===== config.mk =====
export PLATFORM = sky130hd
export DESIGN_NAME = four_bit_accumulator_cpu_top
export DESIGN_NICKNAME = d
export VERILOG_FILES = /design/src/design/acpu_pkg.sv /design/src/design/acpu_prog.sv /design/src/design/acpu_exec.sv /design/src/design/four_bit_accumulator_cpu_top.sv
export SDC_FILE = /design/constraint.sdc
export NUM_CORES = 1
export LEC_CHECK = 0
export ABC_AREA = 1
export BUFFER_PORTS_ARGS = -buffer_cell sky130_fd_sc_hd__buf_2
export CAP_MARGIN = 15
export CORE_MARGIN = 2
export CORE_UTILIZATION = 50
export DETAILED_ROUTE_END_ITERATION = 6
export MAX_ROUTING_LAYER = met4
export PLACE_DENSITY = 0.74
export SETUP_SLACK_MARGIN = 0.4
export SYNTH_ARGS = -nofsm -noshare
export SYNTH_HDL_FRONTEND = slang
export SYNTH_SLANG_ARGS = --single-unit

===== constraint.sdc =====
create_clock -name clk -period 4.9 [get_ports clk]
set_input_delay 0.245 -clock clk [delete_from_list [all_inputs] [get_ports clk]]
set_output_delay 0.245 -clock clk [all_outputs]
set_load 0.03 [all_outputs]

===== src/design/acpu_pkg.sv =====
// ----------------------------------------------------------------------------
// acpu_pkg
// shared types and constants of the four-bit accumulator cpu
// ----------------------------------------------------------------------------
package acpu_pkg;

  localparam int PROG_WORDS = 16;
  localparam int RAM_WORDS  = 16;
  localparam int PROG_AW    = $clog2(PROG_WORDS);
  localparam int RAM_AW     = $clog2(RAM_WORDS);
  localparam int WORD_W     = 8;
  localparam int FIELD_W    = 4;
  localparam int PC_W       = 5;
  localparam int PROG_REG_W = 64;

  localparam logic [PC_W-1:0] PC_IDLE = 5'h1F;   // minus one
  localparam logic [PC_W-1:0] PC_LAST = 5'd15;

  // configuration register indexes
  localparam logic CFG_PROG_LOW  = 1'b0;
  localparam logic CFG_PROG_HIGH = 1'b1;

  // start / tick command codes
  localparam logic CMD_TICK  = 1'b0;
  localparam logic CMD_START = 1'b1;

  typedef enum logic [FIELD_W-1:0] {
    OP_HLT = 4'd0,
    OP_ADD = 4'd1,
    OP_SUB = 4'd2,
    OP_STO = 4'd3,
    OP_LD  = 4'd4,
    OP_B   = 4'd5,
    OP_BZ  = 4'd6,
    OP_LDV = 4'd7,
    OP_INP = 4'd8,
    OP_OUT = 4'd9,
    OP_AND = 4'd10,
    OP_OR  = 4'd11,
    OP_NOT = 4'd12
  } op_t;

  typedef struct packed {
    logic               command;
    logic [FIELD_W-1:0] input_value;
  } item_t;

  typedef struct packed {
    logic                   is_running;
    logic signed [PC_W-1:0] program_counter;
    logic [FIELD_W-1:0]     out_value;
    logic                   out_strobe;
    logic [FIELD_W-1:0]     acc_value;
    logic [FIELD_W-1:0]     operand_done;
    logic [FIELD_W-1:0]     opcode_done;
    logic                   executed;
  } result_t;

  localparam int RESULT_W = $bits(result_t);

endpackage


===== src/design/acpu_prog.sv =====
// ----------------------------------------------------------------------------
// acpu_prog
// program store: two 64-bit configuration registers and the word fetch
// ----------------------------------------------------------------------------
module acpu_prog (
  input  logic                                clk,
  input  logic                                rst,
  input  logic                                cfg_we,
  input  logic                                cfg_index,
  input  logic [acpu_pkg::PROG_REG_W-1:0]     cfg_data,
  input  logic [acpu_pkg::PROG_AW-1:0]        fetch_addr,
  output logic [acpu_pkg::WORD_W-1:0]         fetch_word
);

  logic [acpu_pkg::PROG_REG_W-1:0] program_low;
  logic [acpu_pkg::PROG_REG_W-1:0] program_high;
  logic [acpu_pkg::PROG_REG_W-1:0] page;
  logic [acpu_pkg::PROG_AW-2:0]    slot;

  always_ff @(posedge clk) begin
    if (rst) begin
      program_low  <= '0;
      program_high <= '0;
    end else if (cfg_we) begin
      unique case (cfg_index)
        acpu_pkg::CFG_PROG_LOW:  program_low  <= cfg_data;
        acpu_pkg::CFG_PROG_HIGH: program_high <= cfg_data;
        default: ;
      endcase
    end
  end

  // top address bit picks the register, low bits pick the byte
  assign page       = fetch_addr[acpu_pkg::PROG_AW-1] ? program_high : program_low;
  assign slot       = fetch_addr[acpu_pkg::PROG_AW-2:0];
  assign fetch_word = page[{slot, 3'b000} +: acpu_pkg::WORD_W];

endmodule


===== src/design/acpu_exec.sv =====
// ----------------------------------------------------------------------------
// acpu_exec
// machine state and instruction execute (next state computed combinationally)
// ----------------------------------------------------------------------------
module acpu_exec #(
  parameter int DATA_WIDTH = 4
) (
  input  logic                          clk,
  input  logic                          rst,
  input  logic                          fire,
  input  acpu_pkg::item_t               item,
  input  logic [acpu_pkg::WORD_W-1:0]   fetch_word,
  output logic [acpu_pkg::PROG_AW-1:0]  fetch_addr,
  output acpu_pkg::result_t             result
);

  logic [DATA_WIDTH-1:0]         acc, acc_next;
  logic [DATA_WIDTH-1:0]         out_reg, out_reg_next;
  logic [acpu_pkg::PC_W-1:0]     counter, counter_next;
  logic                          running, running_next;
  logic [DATA_WIDTH-1:0]         data_ram [acpu_pkg::RAM_WORDS];

  logic [acpu_pkg::PC_W-1:0]     pc_inc;
  logic [acpu_pkg::FIELD_W-1:0]  opc, opd;
  logic [acpu_pkg::RAM_AW-1:0]   ram_addr;
  logic [DATA_WIDTH-1:0]         ram_rd;
  logic                          ram_we;
  logic                          exec, strobe;

  assign pc_inc     = counter + 1'b1;
  assign fetch_addr = pc_inc[acpu_pkg::PROG_AW-1:0];
  assign opd        = fetch_word[acpu_pkg::FIELD_W-1:0];
  assign ram_addr   = opd[acpu_pkg::RAM_AW-1:0];
  assign ram_rd     = data_ram[ram_addr];

  always_comb begin
    acc_next     = acc;
    out_reg_next = out_reg;
    counter_next = counter;
    running_next = running;
    ram_we       = 1'b0;
    exec         = 1'b0;
    strobe       = 1'b0;
    opc          = '0;
    if (item.command == acpu_pkg::CMD_START) begin
      running_next = 1'b1;
      counter_next = acpu_pkg::PC_IDLE;
    end else if (running) begin
      if (counter == acpu_pkg::PC_LAST) begin
        // stepped past the last word
        counter_next = acpu_pkg::PC_IDLE;
        running_next = 1'b0;
      end else begin
        counter_next = pc_inc;
        exec         = 1'b1;
        opc          = fetch_word[acpu_pkg::WORD_W-1 -: acpu_pkg::FIELD_W];
        unique case (opc)
          acpu_pkg::OP_HLT: running_next = 1'b0;
          acpu_pkg::OP_ADD: acc_next = acc + ram_rd;
          acpu_pkg::OP_SUB: acc_next = acc - ram_rd;
          acpu_pkg::OP_STO: ram_we = 1'b1;
          acpu_pkg::OP_LD:  acc_next = ram_rd;
          acpu_pkg::OP_B:   counter_next = {1'b0, opd} - 1'b1;
          acpu_pkg::OP_BZ: begin
            if (acc == '0) counter_next = {1'b0, opd} - 1'b1;
          end
          acpu_pkg::OP_LDV: acc_next = DATA_WIDTH'(opd);
          acpu_pkg::OP_INP: acc_next = DATA_WIDTH'(item.input_value);
          acpu_pkg::OP_OUT: begin
            out_reg_next = acc;
            strobe       = 1'b1;
          end
          acpu_pkg::OP_AND: acc_next = acc & ram_rd;
          acpu_pkg::OP_OR:  acc_next = acc | ram_rd;
          acpu_pkg::OP_NOT: acc_next = ~acc;
          default: ;  // spare opcodes do nothing
        endcase
      end
    end
  end

  always_comb begin
    result.executed        = exec;
    result.opcode_done     = opc;
    result.operand_done    = exec ? opd : '0;
    result.acc_value       = acc_next[acpu_pkg::FIELD_W-1:0];
    result.out_strobe      = strobe;
    result.out_value       = out_reg_next[acpu_pkg::FIELD_W-1:0];
    result.program_counter = counter_next;
    result.is_running      = running_next;
  end

  always_ff @(posedge clk) begin
    if (rst) begin
      acc     <= '0;
      out_reg <= '0;
      counter <= acpu_pkg::PC_IDLE;
      running <= 1'b0;
      for (int i = 0; i < acpu_pkg::RAM_WORDS; i++) data_ram[i] <= '0;
    end else if (fire) begin
      acc     <= acc_next;
      out_reg <= out_reg_next;
      counter <= counter_next;
      running <= running_next;
      if (ram_we) data_ram[ram_addr] <= acc;
    end
  end

endmodule


===== src/design/four_bit_accumulator_cpu_top.sv =====
// ----------------------------------------------------------------------------
// four_bit_accumulator_cpu_top
// tiny accumulator cpu: 16-word program in two config registers, at most one
// instruction per tick item
// ----------------------------------------------------------------------------
//
//  channel   dir  handshake         payload
//  -------   ---  ---------------   ----------------------------------------
//  s_*       in   tvalid / tready   tuser: command, tdata: input_value
//  m_*       out  tvalid / tready   tdata: packed result fields (24 bits)
//  cfg_*     in   cfg_we            cfg_index selects program_low / high
//
//  one item per clock sustained while m_tready stays high; each transfer sees
//  the state left by the previous one
//  registered twice: input register, then execute into the result register
//  execute is a single pass over the 16-entry data ram and program fetch
//  rst (synchronous) clears the state, data ram and program registers
//  a stalled m side holds the result; an empty input register still takes
//  one item, then refills only while the result register drains
//
module four_bit_accumulator_cpu_top #(
  parameter int DATA_WIDTH = 4
) (
  input  logic                              clk,
  input  logic                              rst,
  // input stream
  input  logic                              s_tvalid,
  output logic                              s_tready,
  input  logic [7:0]                        s_tdata,   // [3:0] input_value, [7:4] zero
  input  logic                              s_tuser,   // [0] command (0 tick, 1 start)
  // result stream
  output logic                              m_tvalid,
  input  logic                              m_tready,
  // [0] executed, [4:1] opcode_done, [8:5] operand_done, [12:9] acc_value,
  // [13] out_strobe, [17:14] out_value, [22:18] program_counter, [23] is_running
  output logic [acpu_pkg::RESULT_W-1:0]     m_tdata,
  // configuration write port
  input  logic                              cfg_we,
  input  logic                              cfg_index,
  input  logic [acpu_pkg::PROG_REG_W-1:0]   cfg_data
);

  // input register
  logic                 in_valid;
  acpu_pkg::item_t      in_item;
  logic                 fire;

  // execute interface
  logic [acpu_pkg::PROG_AW-1:0] fetch_addr;
  logic [acpu_pkg::WORD_W-1:0]  fetch_word;
  acpu_pkg::result_t            result;

  // execute when an item waits and the result register is free or draining
  assign fire     = in_valid && (!m_tvalid || m_tready);
  assign s_tready = !in_valid || fire;

  always_ff @(posedge clk) begin
    if (rst) begin
      in_valid <= 1'b0;
    end else if (s_tvalid && s_tready) begin
      in_valid <= 1'b1;
    end else if (fire) begin
      in_valid <= 1'b0;
    end
  end

  // payload needs no reset
  always_ff @(posedge clk) begin
    if (s_tvalid && s_tready) begin
      in_item.command     <= s_tuser;
      in_item.input_value <= s_tdata[acpu_pkg::FIELD_W-1:0];
    end
  end

  acpu_prog u_prog (
    .clk        (clk),
    .rst        (rst),
    .cfg_we     (cfg_we),
    .cfg_index  (cfg_index),
    .cfg_data   (cfg_data),
    .fetch_addr (fetch_addr),
    .fetch_word (fetch_word)
  );

  acpu_exec #(
    .DATA_WIDTH (DATA_WIDTH)
  ) u_exec (
    .clk        (clk),
    .rst        (rst),
    .fire       (fire),
    .item       (in_item),
    .fetch_word (fetch_word),
    .fetch_addr (fetch_addr),
    .result     (result)
  );

  // result register
  always_ff @(posedge clk) begin
    if (rst) begin
      m_tvalid <= 1'b0;
    end else if (fire) begin
      m_tvalid <= 1'b1;
    end else if (m_tready) begin
      m_tvalid <= 1'b0;
    end
  end

  always_ff @(posedge clk) begin
    if (fire) begin
      m_tdata <= result;
    end
  end

endmodule

==> After elaboration in Yosys (flattened, before gate mapping) <==
Memory sizes are Yosys's and may differ from the RTL's.
Cells that the tools add are included.
{ "totals": {"regBits": 173, "ramBits": 64, "in_bits": 79, "output_inout_bits": 26, "word_cells": 90, "mem_count": 1} }
{ "memory_table": {"columns": ["memory", "depth", "width", "rd", "rd_ports_with_merged_regs", "wr", "line", "text"], "rows": [
  ["u_exec.data_ram", 16, 4, 1, 0, 16, "acpu_exec.sv:21", "logic [DATA_WIDTH-1:0] data_ram [acpu_pkg::RAM_WORDS];"]
]} }
{ "classes": {"n_addsub": 4, "eq_ne": 13, "shift": 1, "n_mux": 39, "n_bitwise": 5, "n_reduce_logical": 14} }
{ "ops": {"columns": ["cell", "count"], "rows": [
  ["64-bit two-way mux", 1],
  ["64-bit by 7-bit indexed part select with 8-bit output", 1],
  ["4-bit two-way mux", 9],
  ["4-bit case mux with 8 select lines", 1],
  ["1-bit two-way mux", 23],
  ["4-bit equality test (second input constant)", 5],
  ["5-bit two-way mux", 4],
  ["4-bit by 3-bit equality test with 1-bit output (second input constant)", 4],
  ["5-bit case mux with 2 select lines", 1],
  ["4-bit by 2-bit equality test with 1-bit output (second input constant)", 2],
  ["4-bit logical NOT", 2],
  ["5-bit by 1-bit adder with 5-bit output (second input constant)", 1],
  ["5-bit by 4-bit equality test with 1-bit output (second input constant)", 1],
  ["4-bit by 1-bit subtractor with 5-bit output (second input constant)", 1],
  ["4-bit adder", 1],
  ["4-bit bitwise AND", 1],
  ["4-bit by 1-bit equality test with 1-bit output (second input constant)", 1],
  ["4-bit inverter", 1],
  ["4-bit OR", 1],
  ["2-bit AND reduction", 2],
  ["2-bit nonzero test", 2],
  ["4-bit OR reduction", 1],
  ["4-bit subtractor", 1],
  ["3-bit OR reduction", 1],
  ["other kinds (4)", 8]
]} }

==> Depth between registers and ports, before layout <==
{ "logic_depth": {"word_depth": 14, "ltp_mapped": 34, "mapped_depth_nobuf": 31} }

==> Modules after synthesis <==
Synthesis repeated with hierarchy kept, for this count alone.
{ "unflattened": {"hier_cells": 1512, "area_unflattened_um2": 11594.9} }
{ "modules_own_cells": {"columns": ["module", "instances", "cells_per_inst", "area_per_inst_um2", "seq_area_each_um2"], "rows": [
  ["acpu_prog", 1, 834, 5870.6, 2562.5],
  ["acpu_exec", 1, 637, 4762.1, 2202.1],
  ["four_bit_accumulator_cpu_top", 1, 41, 962.2, 910.9]
]} }

==> Worst setup path after synthesis <==
Ideal clock, no wire load.
{ "synth_path": {"path_kind": "flip-flop to flip-flop", "from": "reg u_exec.counter[1] (netlist bit)", "to": "reg m_tdata[12] (netlist bit), data pin", "setup_time_ns": 0.252, "arrival_time_ns": 3.429, "required_time_ns": 4.648, "slack_ns": 1.219, "path_stages_with_launch": 25, "path_buffers": 1, "synth_period_minus_slack_ns": 3.681, "cell_sequence": "dfxtp_1 > ha_1 > xor2_2 > inv_2 > nand3_2 > buf_2 > nand3_1 > nand3_1 > nand2_1 > nand2_1 > nand4_1 > ha_1 > a21oi_1 > xor2_1 > ha_1 > nand2_1 > nand2_1 > a31oi_1 > nand3_1 > nand2_1 > nand2_1 > nand3_1 > nand2_1 > nand2_1 > inv_1"} }
{ "synth_rtl": {"columns": ["element", "line", "text"], "rows": [
  ["from (decl)", "acpu_exec.sv:19", "logic [acpu_pkg::PC_W-1:0] counter, counter_next;"],
  ["from (signal assigned)", "acpu_exec.sv:97", "counter <= acpu_pkg::PC_IDLE;"],
  ["from (signal assigned)", "acpu_exec.sv:103", "counter <= counter_next;"],
  ["to (signal assigned)", "four_bit_accumulator_cpu_top.sv:110", "m_tdata <= result;"],
  ["to (decl)", "four_bit_accumulator_cpu_top.sv:36", "output logic [acpu_pkg::RESULT_W-1:0] m_tdata,"]
]} }

==> results_dict.tcl <==
set metrics [dict create \
    vias 10400 \
    reg2regPathDepth 26 \
    place_area_um2 12000 \
    drv_slew 0 \
    max_freq_ghz 0.241 \
    post-route-period-util_pct 84.8 \
    reg2reg_from "u_exec.counter[3]$_SDFFE_PP1P_" \
    synth_area_leaders "dfxtp_1 25%, edfxtp_1 24%, nor2_1 13%" \
    grt_usage_pct 26.5 \
    dieArea_um2 24000 \
    min_path_cells 3 \
    power_density_nw_per_um2 415 \
    synth-main-ff-cell "dfxtp_1" \
    fin_skew_ps 20.9 \
    min_period_ps 4160 \
    ir_worst_vdd_mv 0.263 \
    num_rows 55 \
    cts_max_level 1 \
    ant_nets 0 \
    drt_first_iter_violations 924 \
    yosysWarnings 0 \
    startpoint_type "flop" \
    fillers 1989 \
    reg.largest.list "u_exec.data_ram (64), u_prog.program_high (64), u_prog.program_low (64)" \
    grt_overflow 0 \
    synth_cells 1469 \
    synth_edf_count 93 \
    clkLatencyLatePin_ps 550 \
    ys_seq_elements 237 \
    setup_ws_ps 744 \
    clock-root-buffer "clkbuf_16" \
    dp_slack_ps 331 \
    r2r_slack_ps 740 \
    status "completed" \
    grt_max_degree 110 \
    final_layout_size_suffix_gt1_share_pct 14.4 \
    grt_pass1_wl_um 49900 \
    cp.required_ps 5340 \
    hold_viol_final 0 \
    cts_tree "built" \
    dp.cells 1787 \
    cp_max_fo 18 \
    finalSetupTns_ps 0 \
    antenna_found_initial 0 \
    core_area_um2 22500 \
    antennaDiodeCount 0 \
    syn_to_final_growth_pct 20.7 \
    avgSynthCellArea_um2 7.76 \
    grt_pass1_vias 9693 \
    globalplace.congestion 0.889 \
    routed_wl_um 32100 \
    pin_count 105 \
    synthArstFlopShare_pct 0 \
    synth-seq-area-share_pct 49.8 \
    cp_data_arrival_time_ps 4600 \
    layout_common_cells "381 x nor2_1, 219 x nand2_1, 174 x o21ai_0" \
    clkTransAtPathRegs_ps 60 \
    fin_area_um2 13800 \
    dieWidth_um 155 \
    port_buffers 100 \
    ys_types 43 \
    routedWlPerCell_um 16.7 \
    reg2reg_to "u_exec.acc[2]$_SDFFE_PP0P_" \
    final_cell_count_no_fill 1918 \
    slew_headroom_pct 38.8 \
    final-seq-area_um2 5690 \
    worst_slew_pin_slew_ps 918 \
    die-height_um 155 \
    routed_via_density 5.45 \
    nNetsFinal 1708 \
    multiInputGateArea_um2 5040 \
    endpoint_kind "flop" \
    place.detailed.hpwl_um 19100 \
    start_util_pct 50.7 \
    cts_buffers 25 \
    drc_errors 0 \
    dr.pass1.iters 5 \
    holdCritPathClass "primary input to flop" \
    syn_area_um2 11400 \
    min_to "u_prog.program_low[8]$_SDFFE_PP0P_" \
    synth.largest_area_cell "dfxtp_1" \
    synth_top_area_share_pct 25.3 \
    rsz0062_at_grt "no" \
    setup_viol_count_final 0 \
    min_from "cfg_data[8]" \
    crit_type "flop to flop" \
    layout_commonest_cell "nor2_1" \
    clock-sinks 237 \
    syn-num-nets 1561 \
    maxCapViolCount 0 \
    leakage_nw 5.89 \
    clk_path_buf_depth 3 \
]
==> how the worst max path moves through the flow <==
| stage | start | end | slack, ps | depth (start not counted) |
|---|---|---|---|---|
| floorplan | u_exec.counter[1]$_SDFFE_PP1P_ | m_tdata[12]$_DFFE_PP_ | 1220 | 24 |
| global placement | u_exec.counter[0]$_SDFFE_PP1P_ | u_exec.acc[2]$_SDFFE_PP0P_ | 390 | 26 |
| detailed placement | u_exec.counter[0]$_SDFFE_PP1P_ | u_exec.acc[2]$_SDFFE_PP0P_ | 330 | 26 |
| CTS | u_exec.counter[0]$_SDFFE_PP1P_ | u_exec.acc[2]$_SDFFE_PP0P_ | 430 | 27 |
| global route | u_exec.counter[3]$_SDFFE_PP1P_ | u_exec.acc[2]$_SDFFE_PP0P_ | 390 | 29 |
| finish | u_exec.counter[3]$_SDFFE_PP1P_ | u_exec.acc[2]$_SDFFE_PP0P_ | 740 | 26 |
==> synth_stat cells (8+ instances only) <==
cell type / instances
nor2_1: 382
nand2_1: 220
o21ai_0: 174
dfxtp_1: 144
nand3_1: 104
edfxtp_1: 93
inv_1: 75
clkbuf_1: 55
a21oi_1: 41
o21ai_1: 22
nand3b_1: 15
nand2_2: 14
o211ai_1: 14
buf_2: 13
ha_1: 12
inv_2: 10
buf_4: 9
buf_6: 9
nand3_2: 8
o221ai_1: 8
==> final cells by class <==
type                       count  share of cell area (%)
timing repair buffer         205                    11.2
multi-input combinational   1058                    36.6
clock buffer                  33                    4.98
clock inverter                11                   0.827
tap                          285                    2.59
inverter                      89                    2.49
sequential                   237                    41.3
==> layer usage <==
layer	GRT usage (%)	share of wire, %	vias to the layer above
met3	2.70	6.1	63
met4	7.41	2.6	0
met1	33.5	42	4878
met5	-	0	-
met2	45.4	49	387
li1	-	-	5120
==> worst max-delay path, cell delays in order, from the launching register on <==
cell and delay (ps):
dfxtp_2 410, clkinv_2 140, nand2_2 140, nand2_8 120, buf_4 210, nand2_1 60
nand3_1 140, nand3_1 140, nand3_1 90, nand2_2 210, inv_2 100, nor2_4 230
nand2_1 90, nand4_1 200, ha_1 270, nand2_1 60, o21ai_0 150, fa_1 470
xnor2_1 140, nand2_1 70, o211ai_1 80, o21ai_1 120, o21ai_0 90, inv_1 100
nand2_2 60, o21ai_2 100, inv_1 50
==> logic make-up (layout without fill, tap and decap cells) <==
logic type | Yosys count | count (layout) | synth area share, %
adder cells (fa/ha/maj) | 13 | 13 | 1.49
AO/OA/AOI/OAI | 275 | 275 | 13.0
buffers and inverters | 176 | 338 | 6.86
AND/OR/NAND/NOR | 763 | 765 | 28.4
flip-flops | 237 | 237 | 49.8
XOR/XNOR | 5 | 5 | 0.450
==> power breakdown <==
part	internal [mW]	total [mW]	switching (mW)
Sequential	2.16	2.21	0.0549
Clock	1.09	1.88	0.791
Combinational	0.561	1.62	1.06
==> repair_timing <==
item,CTS,global route
gates cloned,0,2
pin swaps,0,3
gates resized for setup,2,23
setup buffers,0,15
endpoints found under the hold margin,121,0
hold buffers,70,0
endpoints found under the setup margin,5,6
==> per-stage QoR <==
stage          total power, mW  util, %  hold WS, ps
2_1_floorplan             3.33        -          344
3_3_place_gp              3.65     53.2          424
3_5_place_dp              3.68     53.2          424
4_1_cts                   5.57     60.0         11.7
5_1_grt                   5.98     61.2         25.3
6_report                  5.71     61.2         11.9
(Power assumes the default switching activity.)
